==> src/sv/assert_macros.svh <==
// assertion helpers for the dispatcher rtl
`ifndef ASSERT_MACROS_SVH
`define ASSERT_MACROS_SVH

// property checked on every clock edge outside reset
`define ASSERT_CLK(label, prop, msg) \
  label: assert property (@(posedge clk) disable iff (!rst_n) (prop)) else $error(msg);

// implication checked on the next edge outside reset
`define ASSERT_NEXT(label, ante, cons, msg) \
  label: assert property (@(posedge clk) disable iff (!rst_n) (ante) |=> (cons)) \
    else $error(msg);

`endif

==> src/sv/bpjd_pkg.sv <==
// ------------------------------------------------------------------------
// bpjd_pkg
// shared types and constants of the bounded priority job dispatcher
// ------------------------------------------------------------------------
`default_nettype none
package bpjd_pkg;
  localparam int unsigned PENDING_DEPTH = 16;
  localparam int unsigned QCNT_W = $clog2(PENDING_DEPTH + 1);

  localparam logic [1:0] KIND_SUBMIT = 2'd0;
  localparam logic [1:0] KIND_FINISH = 2'd1;
  localparam logic [1:0] KIND_CANCEL = 2'd2;
  localparam logic [1:0] KIND_LIMIT  = 2'd3;

  localparam logic [1:0] EV_LAUNCHED  = 2'd0;
  localparam logic [1:0] EV_QUEUED    = 2'd1;
  localparam logic [1:0] EV_REJECTED  = 2'd2;
  localparam logic [1:0] EV_CANCELLED = 2'd3;

  // one queue entry
  typedef struct packed {
    logic [15:0] job_id;
    logic signed [7:0] prio;
    logic [15:0] owner;
    logic [31:0] gen;
  } entry_t;

  // chain operation broadcast to every cell
  typedef enum logic [1:0] {
    OP_HOLD   = 2'd0,
    OP_INSERT = 2'd1,
    OP_REMOVE = 2'd2
  } chain_op_t;

  typedef struct packed {
    chain_op_t op;
    entry_t    ent;
    logic [QCNT_W-1:0] pos;
  } chain_cmd_t;
endpackage
`default_nettype wire

==> src/sv/bpjd_cell.sv <==
// ------------------------------------------------------------------------
// bpjd_cell
// one slot of the sorted pending chain; shifts with its neighbors
// ------------------------------------------------------------------------
`default_nettype none
module bpjd_cell (
  input  wire logic clk,
  input  wire logic [bpjd_pkg::QCNT_W-1:0] idx,
  input  wire bpjd_pkg::chain_cmd_t cmd,
  input  wire bpjd_pkg::entry_t left_ent,
  input  wire bpjd_pkg::entry_t right_ent,
  output bpjd_pkg::entry_t ent
);
  import bpjd_pkg::*;

  entry_t ent_r, ent_nxt;

  // insert pulls from the left above pos, remove pulls from the right
  always_comb begin
    ent_nxt = ent_r;
    case (cmd.op)
      OP_INSERT: begin
        if (idx == cmd.pos) ent_nxt = cmd.ent;
        else if (idx > cmd.pos) ent_nxt = left_ent;
      end
      OP_REMOVE: begin
        if (idx >= cmd.pos) ent_nxt = right_ent;
      end
      default: ent_nxt = ent_r;
    endcase
  end

  always_ff @(posedge clk) begin
    ent_r <= ent_nxt;
  end

  assign ent = ent_r;
endmodule
`default_nettype wire

==> src/sv/bpjd_chain.sv <==
// ------------------------------------------------------------------------
// bpjd_chain
// row of pending cells with per-cell compare flags
// ------------------------------------------------------------------------
`default_nettype none
module bpjd_chain (
  input  wire logic clk,
  input  wire bpjd_pkg::chain_cmd_t cmd,
  input  wire logic signed [7:0] cmp_prio,
  input  wire logic [15:0] cmp_owner,
  input  wire logic [31:0] cmp_gen,
  output logic [bpjd_pkg::PENDING_DEPTH-1:0] ge_flags,
  output logic [bpjd_pkg::PENDING_DEPTH-1:0] cancel_flags,
  output bpjd_pkg::entry_t cells [bpjd_pkg::PENDING_DEPTH]
);
  import bpjd_pkg::*;

  entry_t left_v [PENDING_DEPTH];
  entry_t right_v [PENDING_DEPTH];

  for (genvar g = 0; g < PENDING_DEPTH; g++) begin : g_cell
    if (g == 0) begin : g_l0
      assign left_v[g] = cmd.ent;
    end else begin : g_ln
      assign left_v[g] = cells[g-1];
    end
    if (g == PENDING_DEPTH - 1) begin : g_rl
      assign right_v[g] = cells[g];
    end else begin : g_rn
      assign right_v[g] = cells[g+1];
    end
    bpjd_cell u_cell (
      .clk(clk), .idx(QCNT_W'(g)), .cmd(cmd),
      .left_ent(left_v[g]), .right_ent(right_v[g]), .ent(cells[g])
    );
    // local compares per cell
    assign ge_flags[g] = (cells[g].prio >= cmp_prio);
    assign cancel_flags[g] = (cells[g].owner == cmp_owner) && (cells[g].gen < cmp_gen);
  end
endmodule
`default_nettype wire

==> src/sv/bounded_priority_job_dispatcher.sv <==
// results: a submit result is registered at acceptance; a launch from a finish or a
// limit change is issued from the launch state, one per cycle while the output is free;
// a cancel scans every queued entry; the input stalls while the output is blocked, and
// after a finish, a cancel or a limit change until the dispatcher is back in idle
// reset: counts cleared, limit 1, max_pending 16; queue contents left unset
// ------------------------------------------------------------------------
// bounded_priority_job_dispatcher
// concurrency-limited job dispatcher with a sorted pending cell chain
// ------------------------------------------------------------------------
`default_nettype none
`include "assert_macros.svh"
module bounded_priority_job_dispatcher (
  input  wire logic clk,
  input  wire logic rst_n,
  input  wire logic in_valid,
  output logic in_stall,
  input  wire logic [1:0] in_kind,
  input  wire logic [15:0] in_job_id,
  input  wire logic signed [7:0] in_priority_req,
  input  wire logic [15:0] in_owner,
  input  wire logic [31:0] in_generation,
  input  wire logic [7:0] in_new_limit,
  output logic out_valid,
  input  wire logic out_stall,
  output logic [1:0] out_event_res,
  output logic [15:0] out_out_job_id,
  output logic [7:0] out_active_now,
  output logic [4:0] out_pending_now,
  output logic out_last,
  input  wire logic cfg_psel,
  input  wire logic cfg_penable,
  input  wire logic cfg_pwrite,
  input  wire logic [1:0] cfg_paddr,
  input  wire logic [31:0] cfg_pwdata,
  output logic [31:0] cfg_prdata,
  output logic cfg_pready
);
  import bpjd_pkg::*;

  typedef enum logic [1:0] {S_IDLE, S_LAUNCH, S_CANCEL} state_t;

  state_t state_r;
  logic [4:0] max_pending_r;
  logic [7:0] active_r, limit_r;
  logic [QCNT_W-1:0] qcnt_r, scan_r;
  logic [15:0] own_r;
  logic [31:0] gen_r;
  logic launch_one_r;
  logic got_any_r;
  logic [15:0] hold_id_r;
  logic [4:0] hold_pend_r;
  logic out_valid_r, out_last_r;
  logic [1:0] out_ev_r;
  logic [15:0] out_id_r;
  logic [7:0] out_act_r;
  logic [4:0] out_pend_r;
  logic out_load;

  chain_cmd_t cmd;
  logic [PENDING_DEPTH-1:0] ge_flags, cancel_flags;
  entry_t cells [PENDING_DEPTH];

  // config port
  assign cfg_pready = 1'b1;
  assign cfg_prdata = (cfg_paddr == 2'd0) ? {27'd0, max_pending_r} : 32'd0;
  wire cfg_wr = cfg_psel && cfg_penable && cfg_pwrite && (cfg_paddr == 2'd0);

  wire out_free = !out_valid_r || !out_stall;
  assign in_stall = (state_r != S_IDLE) || !out_free;
  wire in_acc = in_valid && !in_stall;

  bpjd_chain u_chain (
    .clk(clk), .cmd(cmd), .cmp_prio(in_priority_req), .cmp_owner(own_r),
    .cmp_gen(gen_r), .ge_flags(ge_flags), .cancel_flags(cancel_flags),
    .cells(cells)
  );

  // insert position: count of valid cells with prio >= new prio (sorted chain)
  logic [QCNT_W-1:0] ins_pos;
  always_comb begin
    ins_pos = '0;
    for (int i = 0; i < PENDING_DEPTH; i++) begin
      if (QCNT_W'(i) < qcnt_r && ge_flags[i]) ins_pos = QCNT_W'(i + 1);
    end
  end

  wire [4:0] cap = (max_pending_r > 5'(PENDING_DEPTH)) ? 5'(PENDING_DEPTH) : max_pending_r;
  wire [7:0] lim_req = (in_new_limit == 8'd0) ? 8'd1 : in_new_limit;
  wire can_launch = (active_r < limit_r) && (qcnt_r != '0);
  wire [QCNT_W-1:0] scan_idx = scan_r - 1'b1;
  wire scan_hit = (scan_r != '0) && cancel_flags[scan_idx[$clog2(PENDING_DEPTH)-1:0]];

  always_comb begin
    cmd.op = OP_HOLD;
    cmd.pos = '0;
    cmd.ent.job_id = in_job_id;
    cmd.ent.prio = in_priority_req;
    cmd.ent.owner = in_owner;
    cmd.ent.gen = in_generation;
    if (state_r == S_IDLE && in_acc && in_kind == KIND_SUBMIT &&
        !(active_r < limit_r) && (5'(qcnt_r) < cap)) begin
      cmd.op = OP_INSERT;
      cmd.pos = ins_pos;
    end else if (state_r == S_LAUNCH && out_free && can_launch) begin
      cmd.op = OP_REMOVE;
    end else if (state_r == S_CANCEL && out_free && scan_r != '0 &&
                 cancel_flags[scan_idx[$clog2(PENDING_DEPTH)-1:0]]) begin
      cmd.op = OP_REMOVE;
      cmd.pos = scan_idx;
    end
  end

  // a new result transaction is loaded this cycle
  always_comb begin
    unique case (state_r)
      S_IDLE: out_load = in_acc && (in_kind == KIND_SUBMIT);
      S_LAUNCH: out_load = out_free && can_launch;
      default: out_load = out_free && got_any_r && ((scan_r == '0) || scan_hit);
    endcase
  end

  // control and result register
  always_ff @(posedge clk) begin
    if (!rst_n) begin
      state_r <= S_IDLE;
      max_pending_r <= 5'd16;
      active_r <= '0;
      limit_r <= 8'd1;
      qcnt_r <= '0;
      out_valid_r <= 1'b0;
      scan_r <= '0;
      launch_one_r <= 1'b0;
      got_any_r <= 1'b0;
    end else begin
      if (cfg_wr) max_pending_r <= cfg_pwdata[4:0];
      if (out_load) out_valid_r <= 1'b1;
      else if (out_valid_r && !out_stall) out_valid_r <= 1'b0;
      unique case (state_r)
        S_IDLE: begin
          if (in_acc) begin
            unique case (in_kind)
              KIND_SUBMIT: begin
                out_last_r <= 1'b1;
                out_id_r <= in_job_id;
                if (active_r < limit_r) begin
                  active_r <= active_r + 8'd1;
                  out_act_r <= active_r + 8'd1;
                  out_pend_r <= 5'(qcnt_r);
                  out_ev_r <= EV_LAUNCHED;
                end else if (5'(qcnt_r) < cap) begin
                  qcnt_r <= qcnt_r + 1'b1;
                  out_act_r <= active_r;
                  out_pend_r <= 5'(qcnt_r) + 5'd1;
                  out_ev_r <= EV_QUEUED;
                end else begin
                  out_act_r <= active_r;
                  out_pend_r <= 5'(qcnt_r);
                  out_ev_r <= EV_REJECTED;
                end
              end
              KIND_FINISH: begin
                if (active_r != 8'd0) active_r <= active_r - 8'd1;
                launch_one_r <= 1'b1;
                state_r <= S_LAUNCH;
              end
              KIND_CANCEL: begin
                own_r <= in_owner;
                gen_r <= in_generation;
                scan_r <= qcnt_r;
                got_any_r <= 1'b0;
                state_r <= S_CANCEL;
              end
              default: begin
                if (lim_req != limit_r) begin
                  limit_r <= lim_req;
                  launch_one_r <= 1'b0;
                  state_r <= S_LAUNCH;
                end
              end
            endcase
          end
        end
        S_LAUNCH: begin
          if (out_free) begin
            if (can_launch) begin
              out_ev_r <= EV_LAUNCHED;
              out_id_r <= cells[0].job_id;
              out_act_r <= active_r + 8'd1;
              out_pend_r <= 5'(qcnt_r - 1'b1);
              active_r <= active_r + 8'd1;
              qcnt_r <= qcnt_r - 1'b1;
              // last when no further launch can follow
              out_last_r <= launch_one_r || (active_r + 8'd1 >= limit_r) ||
                            (qcnt_r == QCNT_W'(1));
              if (launch_one_r || (active_r + 8'd1 >= limit_r) ||
                  (qcnt_r == QCNT_W'(1))) state_r <= S_IDLE;
            end else begin
              state_r <= S_IDLE;
            end
          end
        end
        default: begin
          if (out_free) begin
            if (scan_r == '0) begin
              // the held cancel result goes out as the final one
              if (got_any_r) begin
                out_last_r <= 1'b1;
                out_ev_r <= EV_CANCELLED;
                out_id_r <= hold_id_r;
                out_act_r <= active_r;
                out_pend_r <= hold_pend_r;
              end
              state_r <= S_IDLE;
            end else begin
              scan_r <= scan_idx;
              if (scan_hit) begin
                // each match is held until the next one or the end of the scan so the final one can be marked
                if (got_any_r) begin
                  out_last_r <= 1'b0;
                  out_ev_r <= EV_CANCELLED;
                  out_id_r <= hold_id_r;
                  out_act_r <= active_r;
                  out_pend_r <= hold_pend_r;
                end
                got_any_r <= 1'b1;
                hold_id_r <= cells[scan_idx[$clog2(PENDING_DEPTH)-1:0]].job_id;
                hold_pend_r <= 5'(qcnt_r - 1'b1);
                qcnt_r <= qcnt_r - 1'b1;
              end
            end
          end
        end
      endcase
    end
  end

  assign out_valid = out_valid_r;
  assign out_event_res = out_ev_r;
  assign out_out_job_id = out_id_r;
  assign out_active_now = out_act_r;
  assign out_pending_now = out_pend_r;
  assign out_last = out_last_r;

  `ASSERT_CLK(a_qcnt_bound, qcnt_r <= QCNT_W'(PENDING_DEPTH), "queue count above depth")
  `ASSERT_CLK(a_limit_nz, limit_r != 8'd0, "concurrency limit is zero")
  `ASSERT_NEXT(a_busy_stall, state_r != S_IDLE, in_stall || state_r == S_IDLE,
               "input taken while busy")
endmodule
`default_nettype wire

==> config.mk <==
export PLATFORM = sky130hd
export DESIGN_NAME = bounded_priority_job_dispatcher
export DESIGN_NICKNAME = d
export VERILOG_FILES = /design/src/sv/bpjd_pkg.sv /design/src/sv/bpjd_cell.sv /design/src/sv/bpjd_chain.sv /design/src/sv/bounded_priority_job_dispatcher.sv
export VERILOG_INCLUDE_DIRS = /design/src /design/src/sv
export SDC_FILE = /design/constraint.sdc
export NUM_CORES = 2
export LEC_CHECK = 0
export BUFFER_PORTS_ARGS = -buffer_cell sky130_fd_sc_hd__buf_4
export CAP_MARGIN = 20
export CORE_UTILIZATION = 55
export CTS_BUF_LIST = sky130_fd_sc_hd__clkbuf_8
export DETAILED_ROUTE_END_ITERATION = 7
export HOLD_SLACK_MARGIN = 0.05
export PLACE_DENSITY_LB_ADDON = 0.15
export SLEW_MARGIN = 20
export SYNTH_ARGS = -nofsm -noshare
export SYNTH_HDL_FRONTEND = slang
export SYNTH_SLANG_ARGS = --single-unit
==> constraint.sdc <==
create_clock -name clk -period 10.65 [get_ports clk]
set_clock_uncertainty 0.2 [all_clocks]
set_input_delay 2.13 -clock clk [delete_from_list [all_inputs] [get_ports clk]]
set_output_delay 2.13 -clock clk [all_outputs]
set_load 0.005 [all_outputs]
==> results.sh <==
export IMPL_worstSetupPathType="reg2reg"
export IMPL_ys_seq_area_share_pct=43.5
export IMPL_path_max_fanout=215
export IMPL_postCtsHoldBufs=0
export IMPL_drtIter0Drc=12600
export IMPL_synth_top_family_by_area="compound AO/OA/AOI/OAI gates"
export IMPL_cp_end_kind="flop"
export IMPL_worst_pin_slew_ns=1.30
export IMPL_initial_core_util_pct=55.5
export IMPL_hold_path_class="reg2reg"
export IMPL_synthFlopType="edfxtp_1"
export IMPL_clk_latency_ns=1.03
export IMPL_swShare_pct=37.4
export IMPL_portBuffers=134
export IMPL_num_rows=146
export IMPL_coreArea_sq_um=159000
export IMPL_dp_hpwl_mm=212
export IMPL_clk_pin_slew_ns=0.06
export IMPL_drt_total_wl_mm=341
export IMPL_post_cts_resized=0
export IMPL_cts_made_buffers=226
export IMPL_fin_nets=9090
export IMPL_synthMuxAreaShare_pct=3.37
export IMPL_grt_pass1_wl_mm=501
export IMPL_root_buffer="clkbuf_8"
export IMPL_first_global_vias=78400
export IMPL_grt_max_degree=216
export IMPL_relSlewSlack_pct=10.8
export IMPL_n_fill_cell=13300
export IMPL_grt_usage_pct=40.7
export IMPL_p_int_mw=10.9
export IMPL_post_cts_buffers=0
export IMPL_synth_cells=8605
export IMPL_power_share_combinational_pct=31.1
export IMPL_pwr_share_seq_pct=43.6
export IMPL_vdd_ir_drop_max_mv=0.139
export IMPL_dr_pass1_iters=7
export IMPL_slew_viol_final=0
export IMPL_synth_cell_types=103
export IMPL_syn_to_final_growth_pct=7.38
export IMPL_worstSetupStartpointType="flop"
export IMPL_period_needed_ns=8.85
export IMPL_ant_nets=0
export IMPL_final_util_pct=59.6
export IMPL_die_w_um=402
export IMPL_crit_required_ns=11.27
export IMPL_r2r_setup_slack_ns=1.80
export IMPL_drv_cap=0
export IMPL_synth_adder_area_share_pct=9.31
export IMPL_htree_num_levels=4
export IMPL_synth_xor_area_share_pct=2.95
export IMPL_yosysWarnings=0
export IMPL_hold_viol=0
export IMPL_final_setup_tns_ns=0
export IMPL_cts_num_sinks=1289
export IMPL_total_power_mw=17.5
export IMPL_rsz0062_at_grt="no"
export IMPL_cts_buffer_depth=3
export IMPL_antenna_found_initial=8
export IMPL_power_clock_fraction_pct=25.2
export IMPL_route_detailed_drc=0
export IMPL_synth_simple_area_share_pct=12.0
export IMPL_synth_seq_cells=1289
export IMPL_power_static_leakage_nw=31.1
export IMPL_drive_gt1_share_pct=10.2
export IMPL_via_per_inst=7.64
export IMPL_place_congestion=0.981
export IMPL_vias=80700
export IMPL_synth_cell_area_sq_um=88100
export IMPL_power_density_nw_per_um2=185
export IMPL_cts_tree="built"
export IMPL_synth_edff_count=1253
export IMPL_grt_overflow=0
export IMPL_holdWs_ns=0.327
export IMPL_post_drt_wl_per_cell_um=32.2
export IMPL_period_share_pct=83.1
export IMPL_postSynth_asyncResetShare_pct=0
export IMPL_dieArea_sq_um=162000
export IMPL_fp_dieH_um=402
export IMPL_arrival_ns=9.47
export IMPL_max_freq_ghz=0.113
export IMPL_switchingPower_mw=6.54
export IMPL_synth_compound_area_share_pct=23.8
export IMPL_synth_area_per_cell_sq_um=10.2
export IMPL_outcome="completed"
export IMPL_io_pins=190
export IMPL_setup_violations=0
## final cells by class
class                   instances  area (sq um)  area share (%)
clock inverters               166           838           0.886
repair buffers                332          2910            3.07
inverters                     163           614           0.649
diodes                          8          20.0          0.0212
well taps                    2072          2590            2.74
multi-input cells            6299         46100            48.7
clock buffers                 233          3210            3.39
flip-flops and latches       1289         38400            40.5
## metal layers
metal,GRT usage (%),part of all wire (%),vias to the layer above
met4,22.1,5.8,2
met3,11.3,14,1138
met1,55.5,38,39100
met2,58.5,42,6604
li1,-,-,33900
met5,0.238,0.0073,-
## flip-flops by register name, indices dropped and copies added, names as in the netlist, 8 cells and up
signal / count
u_chain.g_cell.u_cell.ent: 1152
gen_r: 32
hold_id_r: 16
out_out_job_id: 16
own_r: 16
active_r: 8
limit_r: 8
out_active_now: 8
## final timing paths
path | cells past startpoint | end | start
max | 17 | u_chain.g_cell[12].u_cell.ent[37] | gen_r[30]
min | 2 | launch_one_r | launch_one_r
max reg2reg | 17 | u_chain.g_cell[12].u_cell.ent[37] | gen_r[30]
min reg2reg | 2 | launch_one_r | launch_one_r
## through the flow
stage | setup WS [ns] | instances | cell area, sq um
floorplan | -0.965 | 8631 | 88200
global placement | 1.60 | 10100 | 90200
detailed placement | 1.61 | 10100 | 90300
CTS | 2.33 | 10500 | 94400
global route | 1.85 | 10600 | 94600
finish | 1.80 | 10600 | 94600
## synth_stat cells (27+ instances only)
master	count	area share, %
o41ai_1	74	0.74
buf_6	28	0.36
xnor2_1	202	2.0
o21ai_0	138	0.78
xor2_1	95	0.94
nand3_1	79	0.45
a2111oi_0	27	0.27
clkbuf_1	613	2.6
o2111ai_1	229	2.3
edfxtp_1	1253	43
nand4_1	226	1.6
mux2i_1	37	0.42
o311ai_0	647	6.4
o311a_1	33	0.37
a221o_1	36	0.41
o211ai_1	922	7.9
dfxtp_1	36	0.82
a211oi_1	56	0.48
inv_1	159	0.68
buf_2	152	0.86
a21oi_1	276	1.6
nor3_1	57	0.32
buf_1	42	0.18
mux4_2	80	2.0
nor2_1	211	0.90
nand2b_1	35	0.25
mux2_2	61	0.78
nand2_1	1571	6.7
nor4_1	102	0.72
a31oi_1	84	0.60
ha_1	656	9.3
a21o_1	53	0.45
buf_4	45	0.38
## critical path: stages (launching register included)
cell       delay, ns
edfxtp_1        0.35
inv_1           0.06
buf_4           0.26
ha_1            0.29
a21o_1          0.17
a2111oi_0       0.84
nand2_1         0.12
nor4_1          1.07
o2111ai_1       0.24
a31oi_1         0.37
o22ai_1         0.30
a21oi_4         0.80
or3_4           0.69
buf_12          0.79
buf_12          0.67
buf_4           0.73
nand2_1         0.16
o211ai_1        0.13
## layout by cell type, fill, tap and decap left out, drive strengths merged, types with 53 or more instances in the layout
cell and n:
a211oi 57, a21o 53, a21oi 279, a31oi 84, buf 331, clkbuf 234
clkinv 77, edfxtp 1253, ha 656, inv 246, mux2 71, mux4 80
nand2 1571, nand3 80, nand4 227, nor2 211, nor3 63, nor4 103
o2111ai 230, o211ai 924, o21ai 147, o311ai 653, o41ai 74, xnor2 202
xor2 95
## logic make-up (layout without fill, tap and decap cells)
kind of cell             Yosys count  after routing
multiplexers                     188            188
AND/OR/NAND/NOR                 2406           2406
adder cells (fa/ha/maj)          656            656
flip-flops                      1289           1289
AO/OA/AOI/OAI                   2724           2724
XOR/XNOR                         297            297
other                              2             36
buffers and inverters           1043            894
## power by group through the flow
stage          Sequential, mW  Clock [mW]  Combinational [mW]
3_3_place_gp             7.68           0                5.02
5_1_grt                  7.69        4.60                5.79
6_report                 7.62        4.40                5.44
2_1_floorplan            7.53           0                3.53
4_1_cts                  7.59        4.39                5.22
3_5_place_dp             7.69           0                5.21
Power figures use the tool's default switching activity.
